--- src/hdl/lhs_pkg.sv ---
// Shared types, command codes and constants for the Langevin harmonic step block.
`timescale 1ns / 1ps
`default_nettype none

package lhs_pkg;

  // Fixed-point format: number of fraction bits in every value.
  localparam int unsigned FRAC_BITS = 16;

  // Fixed-point constants one half and one quarter.
  localparam logic signed [31:0] ONE_HALF    = 32'sd1 <<< (FRAC_BITS - 1);
  localparam logic signed [31:0] ONE_QUARTER = 32'sd1 <<< (FRAC_BITS - 2);

  // Configuration register indexes.
  localparam int unsigned CFG_IDX_W = 4;
  localparam logic [CFG_IDX_W-1:0] CFG_TIME_STEP      = 4'd0;
  localparam logic [CFG_IDX_W-1:0] CFG_INVERSE_MASS   = 4'd1;
  localparam logic [CFG_IDX_W-1:0] CFG_DRAG_COEFF     = 4'd2;
  localparam logic [CFG_IDX_W-1:0] CFG_SPRING_CONST   = 4'd3;
  localparam logic [CFG_IDX_W-1:0] CFG_TRAP_CENTER    = 4'd4;
  localparam logic [CFG_IDX_W-1:0] CFG_NOISE_SCALE    = 4'd5;
  localparam logic [CFG_IDX_W-1:0] CFG_POS_INIT_SCALE = 4'd6;
  localparam logic [CFG_IDX_W-1:0] CFG_VEL_INIT_SCALE = 4'd7;

  // Configuration reset values.
  localparam logic [16:0]        RST_TIME_STEP      = 17'd3277;
  localparam logic [30:0]        RST_INVERSE_MASS   = 31'd65536;
  localparam logic [30:0]        RST_DRAG_COEFF     = 31'd65536;
  localparam logic [30:0]        RST_SPRING_CONST   = 31'd327680;
  localparam logic signed [31:0] RST_TRAP_CENTER    = 32'sd0;
  localparam logic [30:0]        RST_NOISE_SCALE    = 31'd409781;
  localparam logic [30:0]        RST_POS_INIT_SCALE = 31'd29309;
  localparam logic [30:0]        RST_VEL_INIT_SCALE = 31'd65536;

  // Item kinds carried in the input tuser.
  localparam logic FUNC_START = 1'b0;
  localparam logic FUNC_STEP  = 1'b1;

  // Multiplier operand sources.
  typedef enum logic [4:0] {
    SRC_ZERO,
    SRC_HALF,
    SRC_QUARTER,
    SRC_DT,
    SRC_IM,
    SRC_G,
    SRC_K,
    SRC_NS,
    SRC_PIS,
    SRC_VIS,
    SRC_DRAW_A,
    SRC_DRAW_B,
    SRC_DRAW_C,
    SRC_V,
    SRC_HIM,
    SRC_HDT,
    SRC_T1,
    SRC_ACC1,
    SRC_D,
    SRC_QG,
    SRC_IMIM,
    SRC_C2A,
    SRC_DT2,
    SRC_ACC2,
    SRC_C2
  } mul_src_e;

  // Destinations of a product writeback.
  typedef enum logic [4:0] {
    WB_NONE,
    WB_HIM,
    WB_GV,
    WB_HDT,
    WB_DTV,
    WB_T1,
    WB_DT2,
    WB_T2,
    WB_QG,
    WB_IMIM,
    WB_NN,
    WB_FN,
    WB_C2A,
    WB_C2,
    WB_M1,
    WB_M2,
    WB_XN,
    WB_VN
  } wb_dst_e;

  // Saturating sums.
  typedef enum logic [2:0] {
    ADD_NONE,
    ADD_ACC1,
    ADD_XN,
    ADD_D,
    ADD_ACC2
  } add_op_e;

  // One cycle's command from the controller to the datapath.
  typedef struct packed {
    logic     load;
    logic     mul_en;
    mul_src_e src_a;
    mul_src_e src_b;
    wb_dst_e  wb;
    add_op_e  add;
    logic     commit;
    logic     step;
  } dp_cmd_t;

endpackage

`default_nettype wire

--- src/hdl/lhs_ctrl.sv ---
// Controller: sequences the shared multiplier and adders through one item.
`timescale 1ns / 1ps
`default_nettype none

module lhs_ctrl (
  input  wire logic            clk_i,
  input  wire logic            rst_ni,
  input  wire logic            s_valid_i,
  input  wire logic            s_func_i,
  output logic                 s_ready_o,
  input  wire logic            m_ready_i,
  output logic                 m_valid_o,
  output lhs_pkg::dp_cmd_t     cmd_o
);

  typedef enum logic [1:0] {
    ST_IDLE,
    ST_RUN,
    ST_DONE
  } state_e;

  localparam logic [4:0] LAST_STEP  = 5'd16;
  localparam logic [4:0] LAST_START = 5'd4;

  state_e     state_q;
  logic [4:0] cnt_q;
  logic       func_q;
  logic       out_valid_q;
  logic       accept;
  logic       slot_free;

  assign s_ready_o = (state_q == ST_IDLE);
  assign m_valid_o = out_valid_q;
  assign accept    = s_valid_i && s_ready_o;
  assign slot_free = !out_valid_q || m_ready_i;

  // Microprogram: operand selects, writeback and sum for each cycle of an item.
  always_comb begin
    cmd_o        = '0;
    cmd_o.src_a  = lhs_pkg::SRC_ZERO;
    cmd_o.src_b  = lhs_pkg::SRC_ZERO;
    cmd_o.wb     = lhs_pkg::WB_NONE;
    cmd_o.add    = lhs_pkg::ADD_NONE;
    cmd_o.load   = accept;
    cmd_o.step   = (func_q == lhs_pkg::FUNC_STEP);
    cmd_o.commit = (state_q == ST_DONE) && slot_free;
    if (state_q == ST_RUN) begin
      if (func_q == lhs_pkg::FUNC_STEP) begin
        unique case (cnt_q)
          5'd0: begin
            cmd_o.mul_en = 1'b1; cmd_o.src_a = lhs_pkg::SRC_HALF; cmd_o.src_b = lhs_pkg::SRC_IM;
          end
          5'd1: begin
            cmd_o.mul_en = 1'b1; cmd_o.src_a = lhs_pkg::SRC_G; cmd_o.src_b = lhs_pkg::SRC_V;
            cmd_o.wb = lhs_pkg::WB_HIM;
          end
          5'd2: begin
            cmd_o.mul_en = 1'b1; cmd_o.src_a = lhs_pkg::SRC_HIM; cmd_o.src_b = lhs_pkg::SRC_DT;
            cmd_o.wb = lhs_pkg::WB_GV;
          end
          5'd3: begin
            cmd_o.mul_en = 1'b1; cmd_o.src_a = lhs_pkg::SRC_DT; cmd_o.src_b = lhs_pkg::SRC_V;
            cmd_o.wb = lhs_pkg::WB_HDT; cmd_o.add = lhs_pkg::ADD_ACC1;
          end
          5'd4: begin
            cmd_o.mul_en = 1'b1; cmd_o.src_a = lhs_pkg::SRC_HDT; cmd_o.src_b = lhs_pkg::SRC_DT;
            cmd_o.wb = lhs_pkg::WB_DTV;
          end
          5'd5: begin
            cmd_o.mul_en = 1'b1; cmd_o.src_a = lhs_pkg::SRC_DT; cmd_o.src_b = lhs_pkg::SRC_DT;
            cmd_o.wb = lhs_pkg::WB_T1;
          end
          5'd6: begin
            cmd_o.mul_en = 1'b1; cmd_o.src_a = lhs_pkg::SRC_T1; cmd_o.src_b = lhs_pkg::SRC_ACC1;
            cmd_o.wb = lhs_pkg::WB_DT2;
          end
          5'd7: begin
            cmd_o.mul_en = 1'b1; cmd_o.src_a = lhs_pkg::SRC_QUARTER; cmd_o.src_b = lhs_pkg::SRC_G;
            cmd_o.wb = lhs_pkg::WB_T2;
          end
          5'd8: begin
            cmd_o.mul_en = 1'b1; cmd_o.src_a = lhs_pkg::SRC_IM; cmd_o.src_b = lhs_pkg::SRC_IM;
            cmd_o.wb = lhs_pkg::WB_QG; cmd_o.add = lhs_pkg::ADD_XN;
          end
          5'd9: begin
            cmd_o.mul_en = 1'b1; cmd_o.src_a = lhs_pkg::SRC_NS; cmd_o.src_b = lhs_pkg::SRC_DRAW_A;
            cmd_o.wb = lhs_pkg::WB_IMIM; cmd_o.add = lhs_pkg::ADD_D;
          end
          5'd10: begin
            cmd_o.mul_en = 1'b1; cmd_o.src_a = lhs_pkg::SRC_K; cmd_o.src_b = lhs_pkg::SRC_D;
            cmd_o.wb = lhs_pkg::WB_NN;
          end
          5'd11: begin
            cmd_o.mul_en = 1'b1; cmd_o.src_a = lhs_pkg::SRC_QG; cmd_o.src_b = lhs_pkg::SRC_IMIM;
            cmd_o.wb = lhs_pkg::WB_FN;
          end
          5'd12: begin
            cmd_o.wb = lhs_pkg::WB_C2A; cmd_o.add = lhs_pkg::ADD_ACC2;
          end
          5'd13: begin
            cmd_o.mul_en = 1'b1; cmd_o.src_a = lhs_pkg::SRC_C2A; cmd_o.src_b = lhs_pkg::SRC_DT2;
          end
          5'd14: begin
            cmd_o.mul_en = 1'b1; cmd_o.src_a = lhs_pkg::SRC_HDT; cmd_o.src_b = lhs_pkg::SRC_ACC2;
            cmd_o.wb = lhs_pkg::WB_C2;
          end
          5'd15: begin
            cmd_o.mul_en = 1'b1; cmd_o.src_a = lhs_pkg::SRC_C2; cmd_o.src_b = lhs_pkg::SRC_ACC2;
            cmd_o.wb = lhs_pkg::WB_M1;
          end
          5'd16: begin
            cmd_o.wb = lhs_pkg::WB_M2;
          end
          default: begin
            cmd_o.wb = lhs_pkg::WB_NONE;
          end
        endcase
      end else begin
        unique case (cnt_q)
          5'd0: begin
            cmd_o.mul_en = 1'b1; cmd_o.src_a = lhs_pkg::SRC_PIS; cmd_o.src_b = lhs_pkg::SRC_DRAW_A;
          end
          5'd1: begin
            cmd_o.mul_en = 1'b1; cmd_o.src_a = lhs_pkg::SRC_VIS; cmd_o.src_b = lhs_pkg::SRC_DRAW_B;
            cmd_o.wb = lhs_pkg::WB_XN;
          end
          5'd2: begin
            cmd_o.mul_en = 1'b1; cmd_o.src_a = lhs_pkg::SRC_NS; cmd_o.src_b = lhs_pkg::SRC_DRAW_C;
            cmd_o.wb = lhs_pkg::WB_VN; cmd_o.add = lhs_pkg::ADD_D;
          end
          5'd3: begin
            cmd_o.mul_en = 1'b1; cmd_o.src_a = lhs_pkg::SRC_K; cmd_o.src_b = lhs_pkg::SRC_D;
            cmd_o.wb = lhs_pkg::WB_NN;
          end
          5'd4: begin
            cmd_o.wb = lhs_pkg::WB_FN;
          end
          default: begin
            cmd_o.wb = lhs_pkg::WB_NONE;
          end
        endcase
      end
    end
  end

  // State, cycle counter and output word valid.
  always_ff @(posedge clk_i or negedge rst_ni) begin
    if (!rst_ni) begin
      state_q     <= ST_IDLE;
      cnt_q       <= '0;
      func_q      <= lhs_pkg::FUNC_START;
      out_valid_q <= 1'b0;
    end else begin
      // A commit raises the output word; a taken word with no commit drops it.
      if (state_q == ST_DONE && slot_free) begin
        out_valid_q <= 1'b1;
      end else if (out_valid_q && m_ready_i) begin
        out_valid_q <= 1'b0;
      end
      unique case (state_q)
        ST_IDLE: begin
          if (accept) begin
            func_q  <= s_func_i;
            cnt_q   <= '0;
            state_q <= ST_RUN;
          end
        end
        ST_RUN: begin
          cnt_q <= cnt_q + 5'd1;
          if ((func_q == lhs_pkg::FUNC_STEP && cnt_q == LAST_STEP) ||
              (func_q == lhs_pkg::FUNC_START && cnt_q == LAST_START)) begin
            state_q <= ST_DONE;
          end
        end
        ST_DONE: begin
          if (slot_free) begin
            state_q <= ST_IDLE;
          end
        end
        default: begin
          state_q <= ST_IDLE;
        end
      endcase
    end
  end

  // A result is only committed into a free output slot.
  a_commit_slot: assert property (@(posedge clk_i) disable iff (!rst_ni)
    cmd_o.commit |-> (!m_valid_o || m_ready_i))
    else $error("result committed over a pending output word");

  // A committed result is offered in the next cycle.
  a_commit_valid: assert property (@(posedge clk_i) disable iff (!rst_ni)
    cmd_o.commit |=> m_valid_o)
    else $error("committed result not offered");

  // Every product writeback follows a multiply issued in the previous cycle.
  a_wb_after_mul: assert property (@(posedge clk_i) disable iff (!rst_ni)
    (cmd_o.wb != lhs_pkg::WB_NONE) |-> $past(cmd_o.mul_en))
    else $error("writeback without a product");

  // The block is busy in the cycle after taking a word.
  a_busy_after_load: assert property (@(posedge clk_i) disable iff (!rst_ni)
    cmd_o.load |=> !s_ready_o)
    else $error("ready right after accepting a word");

endmodule

`default_nettype wire

--- config.mk ---
export PLATFORM = sky130hd
export DESIGN_NAME = lhs_ctrl
export DESIGN_NICKNAME = d
export VERILOG_FILES = /design/src/hdl/lhs_pkg.sv /design/src/hdl/lhs_ctrl.sv
export SDC_FILE = /design/constraint.sdc
export NUM_CORES = 1
export LEC_CHECK = 0
export ABC_CLOCK_PERIOD_IN_PS = 4450
export BUFFER_PORTS_ARGS = -buffer_cell sky130_fd_sc_hd__clkbuf_2
export CORE_ASPECT_RATIO = 0.75
export CORE_MARGIN = 1.5
export CORE_UTILIZATION = 57
export CTS_CLUSTER_SIZE = 20
export DETAILED_ROUTE_END_ITERATION = 7
export GPL_ROUTABILITY_DRIVEN = 1
export PLACE_DENSITY_LB_ADDON = 0.2
export SYNTH_ARGS = -nofsm -noshare
export SYNTH_HDL_FRONTEND = slang
export SYNTH_SLANG_ARGS = --single-unit
--- constraint.sdc ---
create_clock -name clk_i -period 4.45 [get_ports clk_i]
set_input_delay 0.6675 -clock clk_i [delete_from_list [all_inputs] [get_ports clk_i]]
set_output_delay 0.6675 -clock clk_i [all_outputs]
set_load 0.05 [all_outputs]
-- Word level (Yosys, flattened, before mapping)
Cells that the tools add are included.
- bits in registers: 9
- logic and storage cells: 58
- input bits: 5
- output and inout port bits: 24
- memory bits (read-only): 0
- bits in latches: 0
- memories: 0
- bits in writable memories: 0
- eq/ne operators: 21
- multiplexer cells: 16
- order comparisons: 0
- divide/modulo/power cells: 0
- $add $sub $neg: 1
- reduce and logical (&&, ||, !) cells: 15
- $mul: 0
- bitwise operators: 1
- shifts and indexed selects: 0
- operator list (kind ; count):
    $pmux 11 s15 ; 1
    $pmux 4 s15 ; 1
    $pmux 11 s4 ; 1
    $eq 5x4->1 const B ; 8
    $mux 19 ; 2
    $eq 5x3->1 const B ; 4
    $pmux 5 s4 ; 1
    $pmux 3 s4 ; 1
    $eq 5x2->1 const B ; 2
    $pmux 5 s2 ; 1
    $mux 2 ; 4
    $pmux 2 s3 ; 1
    $add 5x1->5 const B ; 1
    $eq 5x1->1 const B ; 1
    $eq 5x5->1 const B ; 1
    $logic_and 1x1->1 ; 5
    $logic_not 5->1 ; 1
    $mux 5 ; 1
    $ne 2x1->1 const B ; 2
    $reduce_and 2->1 ; 2
    $reduce_bool 2->1 ; 2
    $reduce_and 3->1 ; 1
    $eq 2x1->1 const B ; 1
    $eq 2x2->1 const B ; 1
    other kinds (6) ; 8

-- Longest topological paths before layout
- depth after elaboration: 5
- gate-level depth with buffers: 8
- mapped depth without buffers: 7

-- Worst setup path before layout
No wires, ideal clock.
- path kind: register -> output
- start point: register cnt_q[0]
- end point: output cmd_o[9] (netlist name)
- slack: 1235 ps
- cell stages (with the launch flop): 7
- data arrival time: 2548 ps
- buffers on the path: 2
- required time: 3783 ps
- path through: dfrtp_1 > inv_1 > ha_1 > buf_6 > clkbuf_1 > nor2_1 > nor4_1
- RTL lines (what ; RTL line ; source):
    start, declared ; lhs_ctrl.sv:26 ; logic [4:0] cnt_q;
    start signal, assigned ; lhs_ctrl.sv:169 ; cnt_q <= cnt_q + 5'd1;
    end, declared ; lhs_ctrl.sv:13 ; output lhs_pkg::dp_cmd_t cmd_o

==> impl_metrics.csv <==
group,metric,value,unit
routing,wl,3250,um
worst_setup_path,end_kind,"output pin",
synthesis,synth_top_cell_area_share,19.8,%
die,die_x,54.6,um
synthesis,yosysTopAreaCell,"dfrtp_1",
worst_setup_path,start_kind,"flop",
clock_tree,insertion_delay,270,ps
timing,final.min_clock_period,3170,ps
timing,clock_skew,8.89,ps
status,status,"finished, final reports clean",
die,die-area,2280,sq um
finish,fill_cells,162,
clock_tree,cts_setup_buffers,0,
global_routing,grt_max_degree,24,
clock_tree,cts-root-buf,"clkbuf_4",
timing,tns,0,ps
timing,grt_setup_unrepaired,"no",
clock_tree,postCtsHoldBufs,0,
clock_tree,postCtsResizedCells,0,
routing,drt.antenna.violating_nets,0,
synthesis,syn_inst,162,
worst_setup_path,crit_fanout,17,
timing,setup_viol,0,
routing,drtPass1Iterations,5,
die,fp.dieH,41.7,um
routing,drcViolationCount,0,
job,maxCapViolCount,0,
clock_tree,htree_levels,1,
clock_tree,cts-buffers-inserted,3,
die,io_pins,29,
timing,finalHoldViolCount,0,
synthesis,synth-edff-count,0,
synthesis,synth.top_cells.by_area,"dfrtp_1, nand2_1, o21ai_0, a21oi_1, ha_1",
routing,drt_iter0_drc,69,
worst_setup_path,worstPathArrival,2500,ps
clock_tree,cts_tree,"yes",
synthesis,synth_common_cells,"nand2_1, nor2_1, o21ai_0, a21oi_1, dfrtp_1",
clock_tree,cts_buffer_depth,2,
synthesis,synth-main-ff-cell,"dfrtp_1",
routing,viasPerCell,6.22,
min_path,hold_class,"in2async",
global_routing,grt_pass1_vias,1072,
synthesis,ys_seq_elements,9,
timing,final_max_slew_viol_count,0,
finish,nets,192,
synthesis,ys_warn_count,0,
place,dp.final_hpwl,2350,um
clock_tree,cts_num_sinks,9,
place,port_buffers,28,
worst_setup_path,crit_type,"reg2out",
synthesis,yosysUniqueCellTypes,46,
timing,timing.fmax,315,MHz
synthesis,async_flop_share,100,%
routing,num_vias,1263,
timing,hold-worst-slack,245,ps
routing,wl_per_cell,16.0,um
finish,final_core_util,69.7,%
global_routing,grt_usage,29.9,%
finish,insertedDiodeCount,0,
worst_setup_path,required,3780,ps
timing,fin_crit_sh,71.2,%
finish,layout-drive-gt1-share,19.3,%
synthesis,syn_area_per_cell,7.04,sq um
synthesis,yosysMostFrequentCell,"nand2_1",
global_routing,antenna_found_initial,0,
die,num_rows,13,
synthesis,syn-cell-area,1140,sq um
synthesis,ys_seq_area_share,19.8,%
global_routing,globalRouteOverflowTotal,0,
timing,worstMarginPinSlew,703,ps
timing,slew_headroom,53.1,%
place,place_congestion,1.05,
clock_tree,clkTransAtPathRegs,70,ps
die,core,1810,sq um
finish,syn_to_final_growth,10.4,%
die,start_util,63.1,%
synthesis,syn_nets,172,
global_routing,grt_pass1_wl,5030,um
-- worst paths after layout --
path / startpoint / end / slack (ps) / cells after the start
max: cnt_q[0] / cmd_o[20] / 1280 / 7
min: rst_ni / func_q / 250 / 1
max reg2reg: cnt_q[0] / state_q[0] / 2750 / 5
min reg2reg: state_q[1] / state_q[1] / 530 / 1
max in group asynchronous: rst_ni / m_valid_o / 4000 / 1
min in group clk_i: state_q[1] / state_q[1] / 530 / 1
-- area by class of cell --
type	count	area, sq um	area share, %
multi-input combinational	132	808	64.2
inverter	8	30.0	2.39
clock inverter	1	5.00	0.398
tap	22	27.5	2.19
clock buffer	3	22.5	1.79
sequential	9	225	17.9
timing repair buffer	28	140	11.1
-- kinds of logic after synthesis --
family,Yosys count,synth area share [%]
AO/OA/AOI/OAI,59,34.6
multiplexers,1,1.32
adder cells (fa/ha/maj),5,5.49
XOR/XNOR,2,1.54
AND/OR/NAND/NOR,65,28.0
buffers and inverters,21,9.33
flip-flops,9,19.8
-- state kept, by name, summed over array words and instances, names as in the netlist --
| name | cells |
|---|---|
| func_q | 1 |
| state_q | 2 |
| cnt_q | 5 |
| m_valid_o | 1 |
-- critical path, cell delays in order, from the launching register on --
cell and delay (ps):
dfrtp_1 440, inv_1 90, ha_1 400, mux2_4 370, a221oi_4 320, o211ai_1 150
a22o_1 220, clkbuf_2 230
-- through the flow --
stage / area, sq um / worst slack [ps] / std cells
global placement: 1230 / 1600 / 199
global route: 1260 / 1130 / 203
detailed placement: 1230 / 1620 / 199
floorplan: 1140 / 1230 / 162
CTS: 1260 / 1300 / 203
finish: 1260 / 1280 / 203
-- routing by layer --
layer / part of all wire (%) / global-route usage [%] / vias to the layer above
met2: 44 / 40.2 / 88
met1: 42 / 44.4 / 559
met5: 0 / 0 / -
met4: 0.18 / 5.00 / 0
met3: 14 / 12.2 / 2
li1: - / - / 614
-- cells in the final DEF (no fill, tap or decap), types with 2 or more instances in the layout --
| master | count |
|---|---|
| nor3_1 | 2 |
| o21a_1 | 4 |
| nor2b_1 | 7 |
| o22ai_1 | 2 |
| o21ai_1 | 2 |
| nand2b_1 | 7 |
| ha_1 | 5 |
| nor2_1 | 14 |
| nand2_1 | 21 |
| o21ai_0 | 14 |
| a22oi_1 | 2 |
| a31oi_1 | 2 |
| clkbuf_2 | 28 |
| dfrtp_1 | 9 |
| clkbuf_4 | 3 |
| nand3b_1 | 2 |
| a211oi_1 | 2 |
| a311oi_1 | 2 |
| nand3_1 | 4 |
| o31ai_1 | 3 |
| a21boi_1 | 2 |
| and2_1 | 3 |
| inv_1 | 7 |
| a21oi_1 | 13 |
Power is left out: the tool's default activity adds up to more than one toggle a clock period on the data nets, which glitch-free logic cannot reach.
